==> src/sv/abn_pkg.sv <==
// Package: widths, state encoding and control structs for the abundant number checker.
`default_nettype none

package abn_pkg;

    localparam int VALUE_WIDTH = 16;
    localparam int CAND_WIDTH  = VALUE_WIDTH - 1;
    localparam int SUM_WIDTH   = VALUE_WIDTH + 1;
    localparam int CNT_WIDTH   = $clog2(VALUE_WIDTH);
    localparam int TDATA_IN_W  = ((VALUE_WIDTH + 7) / 8) * 8;
    localparam int TDATA_OUT_W = 8;

    typedef enum logic [2:0] {
        ST_IDLE,
        ST_LOAD,
        ST_DIV,
        ST_DONE
    } state_t;

    typedef struct packed {
        logic start;
    } rem_ctrl_t;

    typedef struct packed {
        logic busy;
        logic done;
        logic zero;
    } rem_stat_t;

endpackage

`default_nettype wire

==> src/sv/abn_rem.sv <==
// Bit-serial restoring remainder unit: one dividend bit per cycle.
`default_nettype none

module abn_rem (
    input  wire                                aclk,
    input  wire                                aresetn,
    input  wire abn_pkg::rem_ctrl_t            ctrl,
    input  wire [abn_pkg::VALUE_WIDTH-1:0]     dividend,
    input  wire [abn_pkg::CAND_WIDTH-1:0]      divisor,
    output abn_pkg::rem_stat_t                 stat
);

    logic                              busy_reg,  busy_next;
    logic                              done_reg,  done_next;
    logic [abn_pkg::CNT_WIDTH-1:0]     cnt_reg,   cnt_next;
    logic [abn_pkg::VALUE_WIDTH-1:0]   dvd_reg,   dvd_next;
    logic [abn_pkg::CAND_WIDTH-1:0]    rem_reg,   rem_next;
    logic [abn_pkg::VALUE_WIDTH-1:0]   trial;
    logic [abn_pkg::VALUE_WIDTH-1:0]   diff;

    // Shift the next dividend bit into the partial remainder
    assign trial = {rem_reg, dvd_reg[abn_pkg::VALUE_WIDTH-1]};
    assign diff  = trial - {1'b0, divisor};

    always_comb begin
        busy_next = busy_reg;
        done_next = 1'b0;
        cnt_next  = cnt_reg;
        dvd_next  = dvd_reg;
        rem_next  = rem_reg;
        if (ctrl.start) begin
            busy_next = 1'b1;
            cnt_next  = abn_pkg::CNT_WIDTH'(abn_pkg::VALUE_WIDTH - 1);
            dvd_next  = dividend;
            rem_next  = '0;
        end else if (busy_reg) begin
            dvd_next = {dvd_reg[abn_pkg::VALUE_WIDTH-2:0], 1'b0};
            // Restore when the trial subtract would go negative
            if (trial >= {1'b0, divisor}) begin
                rem_next = diff[abn_pkg::CAND_WIDTH-1:0];
            end else begin
                rem_next = trial[abn_pkg::CAND_WIDTH-1:0];
            end
            if (cnt_reg == '0) begin
                busy_next = 1'b0;
                done_next = 1'b1;
            end else begin
                cnt_next = cnt_reg - 1'b1;
            end
        end
    end

    always_ff @(posedge aclk) begin
        if (!aresetn) begin
            busy_reg <= 1'b0;
            done_reg <= 1'b0;
            cnt_reg  <= '0;
            rem_reg  <= '0;
        end else begin
            busy_reg <= busy_next;
            done_reg <= done_next;
            cnt_reg  <= cnt_next;
            rem_reg  <= rem_next;
        end
    end

    always_ff @(posedge aclk) begin
        dvd_reg <= dvd_next;
    end

    assign stat.busy = busy_reg;
    assign stat.done = done_reg;
    assign stat.zero = (rem_reg == '0);

endmodule

`default_nettype wire

==> src/sv/abundant_number_check.sv <==
// Top level: abundance test over all candidate divisors with a serial remainder unit.
// Usage:
//   Input channel s_*: one signed value per transfer in s_tdata[15:0].
//   Result channel m_*: one transfer per input, abundant flag in m_tdata[0].
//   s_tready is high only while the block is idle; one item is worked on at a time.
//   A zero or negative value is answered 0 without division, as is the value one.
//   For a positive value n, candidates 1 .. floor(n/2) are tried in turn; each
//   candidate takes a load step, a bit-serial remainder over all 16 dividend bits
//   and an accumulate step. The search stops early once the divisor sum exceeds n.
//   The result sits in an output register; the block may take the next item
//   while it waits. If the receiver stalls with a new result pending, the
//   block holds that result in its done state until the register frees.
//   Reset (aresetn low, synchronous) returns to idle and empties the output.
`default_nettype none

module abundant_number_check (
    input  wire                                aclk,
    input  wire                                aresetn,
    input  wire                                s_tvalid,
    output logic                               s_tready,
    input  wire [abn_pkg::TDATA_IN_W-1:0]      s_tdata,   // [15:0] number
    output logic                               m_tvalid,
    input  wire                                m_tready,
    output logic [abn_pkg::TDATA_OUT_W-1:0]    m_tdata    // [0] abundant, [7:1] zero
);

    abn_pkg::state_t                   state_reg, state_next;
    logic [abn_pkg::VALUE_WIDTH-1:0]   n_reg,     n_next;
    logic [abn_pkg::CAND_WIDTH-1:0]    half_reg,  half_next;
    logic [abn_pkg::CAND_WIDTH-1:0]    cand_reg,  cand_next;
    logic [abn_pkg::SUM_WIDTH-1:0]     sum_reg,   sum_next;
    logic                              flag_reg,  flag_next;
    logic                              mvalid_reg, mvalid_next;
    logic                              mflag_reg,  mflag_next;

    logic [abn_pkg::VALUE_WIDTH-1:0]   s_number;
    logic                              s_xfer;
    logic                              s_trivial;
    logic [abn_pkg::SUM_WIDTH-1:0]     sum_add;
    logic                              sum_over;
    logic                              last_cand;
    logic                              out_free;
    abn_pkg::rem_ctrl_t                rem_ctrl;
    abn_pkg::rem_stat_t                rem_stat;

    assign s_number  = s_tdata[abn_pkg::VALUE_WIDTH-1:0];
    assign s_xfer    = s_tvalid && s_tready;
    // Non-positive values and the value one need no division
    assign s_trivial = s_number[abn_pkg::VALUE_WIDTH-1]
                       || (s_number[abn_pkg::VALUE_WIDTH-1:1] == '0);
    assign sum_add   = rem_stat.zero ? sum_reg + abn_pkg::SUM_WIDTH'(cand_reg) : sum_reg;
    assign sum_over  = sum_add > {1'b0, n_reg};
    assign last_cand = (cand_reg == half_reg);
    assign out_free  = !mvalid_reg || m_tready;

    abn_rem u_rem (
        .aclk     (aclk),
        .aresetn  (aresetn),
        .ctrl     (rem_ctrl),
        .dividend (n_reg),
        .divisor  (cand_reg),
        .stat     (rem_stat)
    );

    // Next state
    always_comb begin
        state_next = state_reg;
        unique case (state_reg)
            abn_pkg::ST_IDLE: begin
                if (s_xfer) begin
                    state_next = s_trivial ? abn_pkg::ST_DONE : abn_pkg::ST_LOAD;
                end
            end
            abn_pkg::ST_LOAD: begin
                state_next = abn_pkg::ST_DIV;
            end
            abn_pkg::ST_DIV: begin
                if (rem_stat.done) begin
                    state_next = (sum_over || last_cand) ? abn_pkg::ST_DONE
                                                         : abn_pkg::ST_LOAD;
                end
            end
            abn_pkg::ST_DONE: begin
                if (out_free) begin
                    state_next = abn_pkg::ST_IDLE;
                end
            end
            default: state_next = abn_pkg::ST_IDLE;
        endcase
    end

    // Outputs of the state machine
    always_comb begin
        s_tready       = 1'b0;
        rem_ctrl.start = 1'b0;
        unique case (state_reg)
            abn_pkg::ST_IDLE: s_tready       = 1'b1;
            abn_pkg::ST_LOAD: rem_ctrl.start = 1'b1;
            abn_pkg::ST_DIV,
            abn_pkg::ST_DONE: ;
            default: ;
        endcase
    end

    // Datapath
    always_comb begin
        n_next      = n_reg;
        half_next   = half_reg;
        cand_next   = cand_reg;
        sum_next    = sum_reg;
        flag_next   = flag_reg;
        mvalid_next = mvalid_reg && !m_tready;
        mflag_next  = mflag_reg;
        unique case (state_reg)
            abn_pkg::ST_IDLE: begin
                if (s_xfer) begin
                    n_next    = s_number;
                    half_next = s_number[abn_pkg::VALUE_WIDTH-1:1];
                    cand_next = abn_pkg::CAND_WIDTH'(1);
                    sum_next  = '0;
                    flag_next = 1'b0;
                end
            end
            abn_pkg::ST_LOAD: ;
            abn_pkg::ST_DIV: begin
                if (rem_stat.done) begin
                    sum_next  = sum_add;
                    flag_next = sum_over;
                    cand_next = cand_reg + 1'b1;
                end
            end
            abn_pkg::ST_DONE: begin
                if (out_free) begin
                    mvalid_next = 1'b1;
                    mflag_next  = flag_reg;
                end
            end
            default: ;
        endcase
    end

    always_ff @(posedge aclk) begin
        if (!aresetn) begin
            state_reg  <= abn_pkg::ST_IDLE;
            mvalid_reg <= 1'b0;
            cand_reg   <= '0;
            sum_reg    <= '0;
        end else begin
            state_reg  <= state_next;
            mvalid_reg <= mvalid_next;
            cand_reg   <= cand_next;
            sum_reg    <= sum_next;
        end
    end

    always_ff @(posedge aclk) begin
        n_reg     <= n_next;
        half_reg  <= half_next;
        flag_reg  <= flag_next;
        mflag_reg <= mflag_next;
    end

    assign m_tvalid = mvalid_reg;
    assign m_tdata  = {{(abn_pkg::TDATA_OUT_W-1){1'b0}}, mflag_reg};

`ifndef SYNTHESIS
    a_trivial_done: assert property (@(posedge aclk) disable iff (!aresetn)
        (s_xfer && s_trivial) |=> (state_reg == abn_pkg::ST_DONE))
        else $error("trivial value did not go straight to done");

    a_cand_range: assert property (@(posedge aclk) disable iff (!aresetn)
        (state_reg == abn_pkg::ST_DIV) |-> (cand_reg != '0 && cand_reg <= half_reg))
        else $error("candidate divisor out of range");

    a_sum_bound: assert property (@(posedge aclk) disable iff (!aresetn)
        (state_reg == abn_pkg::ST_DIV) |-> (sum_reg <= {1'b0, n_reg}))
        else $error("divisor sum passed the value without stopping");

    a_idle_rem: assert property (@(posedge aclk) disable iff (!aresetn)
        s_tready |-> !rem_stat.busy)
        else $error("remainder unit busy while idle");
`endif

endmodule

`default_nettype wire

==> config.mk <==
export PLATFORM = sky130hd
export DESIGN_NAME = abundant_number_check
export DESIGN_NICKNAME = d
export VERILOG_FILES = /design/src/sv/abn_pkg.sv /design/src/sv/abn_rem.sv /design/src/sv/abundant_number_check.sv
export SDC_FILE = /design/constraint.sdc
export NUM_CORES = 1
export LEC_CHECK = 0
export BUFFER_PORTS_ARGS = -buffer_cell sky130_fd_sc_hd__buf_2
export CORE_MARGIN = 5
export CORE_UTILIZATION = 56
export DETAILED_ROUTE_END_ITERATION = 6
export GPL_ROUTABILITY_DRIVEN = 0
export PLACE_DENSITY_LB_ADDON = 0.05
export SYNTH_ARGS = -nofsm -noshare
export SYNTH_HDL_FRONTEND = slang
export SYNTH_HIERARCHICAL = 1
export SYNTH_SLANG_ARGS = --single-unit
==> constraint.sdc <==
create_clock -name aclk -period 3.8 [get_ports aclk]
set_input_delay 0.57 -clock aclk [delete_from_list [all_inputs] [get_ports aclk]]
set_output_delay 0.57 -clock aclk [all_outputs]
set_load 0.1 [all_outputs]
==> results <==
- The run finished with clean final reports.
- After filler insertion, the fill cell instance count of the layout stands at 915.
- The total count of hold-check failures in the final report is 0.
- The power density over the cells is 373.4 mW/mm^2.
- The CTS buffer count is 9.
- Dividing the detail-routed wire length by the instance count gives 19.05 um.
- The count of nets left with antenna violations once routing finished came out at 0.
- Synthesis produced 668 cells.
- Across the run, the number of max-cap violations was 0.
- For the pin with the worst max-slew slack, the measured transition is 1032 ps.
- The CTS clock-pin slew for the worst setup and hold paths is 110 ps.
- The area taken by flip-flops and latches is 0.002142 mm^2.
- The number of optimization iterations in the first detailed-route pass is 5.
- The total instance count after detailed placement is 826.
- TritonCTS built the clock tree.
- The number of antenna violations at the first check in global routing is 0.
- The detailed placer's ending HPWL is 12190 um.
- The detailed-route via count is 5121.
- The leakage power is 2.721 nW.
- Traced cell by cell, the critical path runs through ha_2 > inv_1 > fa_1 > nor2b_2 > o31a_1 > o21ai_1 > o21ai_1 > xor2_1 > mux2_2 > ha_1 > nand4_1 > nor3_2 > o31a_1 > o31a_1 > o41a_1 > o21a_1.
- In this run the tool buffered the top-level ports with 22 buffer cells.
- In this run the power spent charging and discharging nets is 0.0008547 W.
- STA puts the critical path data arrival time at 3930 ps.
- The multi-input combinational cell area is 0.003690 mm^2.
- Counting along the longest clock path gives a buffer depth of 2.
- The kind of end point of the critical path is a flip-flop.
- The worst setup path category is reg2reg.
- The net count reported at finish is 767.
- Gates resized during post-CTS repair numbered 0.
- The register with the most flip-flops in the layout has 17 of them.
- The path class of the lowest-slack min-delay path is in2reg.
- The logic gate share of total power is 27.3%.
- The final design utilization is 61.69%.
- Per report_power, the clock group accounts for 28.5% of the total.
- The cell internal power dissipation is 0.001632 W.
- The post-cts hold buffer count is 0.
- The maximum achievable frequency is 276.4 MHz.
- The required time reported for the critical path endpoint is 4110 ps.
- The die is 114.8 um wide.
- The final setup TNS is 0 ps.
- The post-synthesis average cell area is 9.210 um^2.
- The cell with the largest stage delay on the worst path is sky130_fd_sc_hd__fa_1.
- The total global-route track usage is 25.39%.
- In this run, flip-flops and latches consume 44.2% of the power.
- In this run the core area contains 38 standard-cell rows.
- The worst setup path is launched from a flip-flop.
- The max-slew violation total from the final report is 0.
- Setup violations remaining at the end of the flow were counted as 0.
- The core region is 0.01079 mm^2.
- The largest vdd supply drop is 328.7 uV.
- The number of placed I/O pins is 30.
- Wires add up to 16040 um.
- The starting density of the core is 57.00%.
- The delay contributed by the slowest stage of the critical path is 420 ps.
- The fraction of power spent switching nets is 34.38%.
- Entering global routing, the biggest net connects 34 pins.
- The via count of the first global-routing pass was 4899.
- The number of buffers inserted by post-CTS setup repair is 0.
- Once routing completed, OpenROAD measured the worst setup slack at 182.2 ps.
- The clock sink total is 90.
- Global routing finished with a remaining overflow of 0.
- The worst path needs 3618 ps of the cycle, external delays included.
- The first global-routing pass estimated 25770 um of wire.
- Power comes to 0.002486 W.
- Between clock sinks in the finished design, the worst skew comes to 19.66 ps.
- The layout overhead on the synthesized area is 8.216%.
- In the routed design, unresolved DRC markers number 0.
- The cell that appears most often on the critical path is sky130_fd_sc_hd__o31a_1.
- Along the worst hold path, the cell count comes to 1.
- The die covers 0.01318 mm^2.
- Along the worst path, the maximum fanout reaches 3.
- Measured in cells, the most critical reg-to-reg path has a length of 16.
- The clock tree synthesis step divided the H-tree into 3 levels.
- The setup slack at placement is 124.5 ps.
- 0 antenna diodes ended up in the layout.
- Using the TritonRoute via totals, the vias-per-cell ratio works out to 6.082.
- In this run the vertical extent of the chip is 114.8 um.
- At the later pin of the worst-skew pair, clock insertion delay measures 400 ps.
- The tightest slew margin relative to the limit is 31.03%.
- For this block, the initial DRC count from the detailed router was 521.
- The post-route netlist has 14.67% of its cells at a drive strength greater than 1.
- The number of warnings printed during yosys synthesis is 6.
- The cell area after synthesis is 0.006152 mm^2.
- Excluding fillers, the count of instances in the completed layout stands at 842.
- The cell at the root of the clock tree is sky130_fd_sc_hd__clkbuf_8.
- The final period utilization is 95.20%.
[layout make-up]
cell class	instances	area share (%)
multi-input combinational	505	55.42
clock buffer	9	1.861
inverter	49	2.763
tap	140	2.631
timing repair buffer	42	3.909
sequential	90	32.17
clock inverter	7	1.240
[per-layer routing]
metal	vias up	share of wire [%]	GRT usage, %
met5	-	0	0
met4	0	3.4	9.703
met3	34	5.4	6.263
met2	151	45	38.92
met1	2437	46	34.81
li1	2499	-	-
[metrics by stage]
step | area (um^2) | hold slack, ps
global placement | 6424 | 409.8
CTS | 6630 | 335.5
floorplan | 6175 | 400.3
global route | 6658 | 320.7
finish | 6658 | 344.5
detailed placement | 6424 | 406.1
[critical path, delay by kind of cell, from the launching register on]
family | cells | cell delay (ps)
compound gates | 7 | 1420
mux | 1 | 280
fa+ha+maj | 3 | 930
flops | 1 | 380
simple gates | 3 | 360
xor+xnor | 1 | 110
buf+inv | 1 | 60
[final timing paths]
check	start	end	slack, ps
max reg2reg	sum_reg[0]$_SDFFE_PN0P_	state_reg[1]$_SDFFE_PN0P_	180
min reg2reg	flag_reg$_SDFFCE_PN0P_	mflag_reg$_DFFE_PP_	430
max	sum_reg[0]$_SDFFE_PN0P_	state_reg[1]$_SDFFE_PN0P_	180
min	s_tdata[0]	n_reg[0]$_DFFE_PP_	340
[layout by cell type (no fill, tap or decap), types with 4 or more instances in the layout]
cell type,n
sky130_fd_sc_hd__a211oi_1,7
sky130_fd_sc_hd__a21boi_0,7
sky130_fd_sc_hd__a21o_1,10
sky130_fd_sc_hd__a21oi_1,31
sky130_fd_sc_hd__a22o_1,4
sky130_fd_sc_hd__a22oi_1,6
sky130_fd_sc_hd__a31oi_1,10
sky130_fd_sc_hd__a32o_1,4
sky130_fd_sc_hd__and2_1,7
sky130_fd_sc_hd__and3_1,6
sky130_fd_sc_hd__buf_2,22
sky130_fd_sc_hd__buf_4,20
sky130_fd_sc_hd__clkbuf_8,9
sky130_fd_sc_hd__conb_1,7
sky130_fd_sc_hd__dfxtp_1,56
sky130_fd_sc_hd__edfxtp_1,34
sky130_fd_sc_hd__ha_1,47
sky130_fd_sc_hd__inv_1,49
sky130_fd_sc_hd__mux2_2,23
sky130_fd_sc_hd__mux2i_1,9
sky130_fd_sc_hd__nand2_1,45
sky130_fd_sc_hd__nand3_1,17
sky130_fd_sc_hd__nand4_1,14
sky130_fd_sc_hd__nor2_1,46
sky130_fd_sc_hd__nor2b_1,8
sky130_fd_sc_hd__nor3_1,9
sky130_fd_sc_hd__nor3b_1,4
sky130_fd_sc_hd__nor4_1,11
sky130_fd_sc_hd__o21a_1,10
sky130_fd_sc_hd__o21ai_0,36
sky130_fd_sc_hd__o21ai_1,4
sky130_fd_sc_hd__o31a_1,4
sky130_fd_sc_hd__or3_1,6
sky130_fd_sc_hd__xnor2_1,31
sky130_fd_sc_hd__xor2_1,18
[power groups by stage]
stage / Combinational, W / Sequential (W) / Clock (W)
4_1_cts: 0.000665 / 0.00110 / 0.000721
6_report: 0.000679 / 0.00110 / 0.000709
3_3_place_gp: 0.000649 / 0.00112 / 0
3_5_place_dp: 0.000662 / 0.00112 / 0
5_1_grt: 0.000739 / 0.00110 / 0.000771
2_1_floorplan: 0.000568 / 0.00110 / 0
Power figures use the tool's default switching activity.
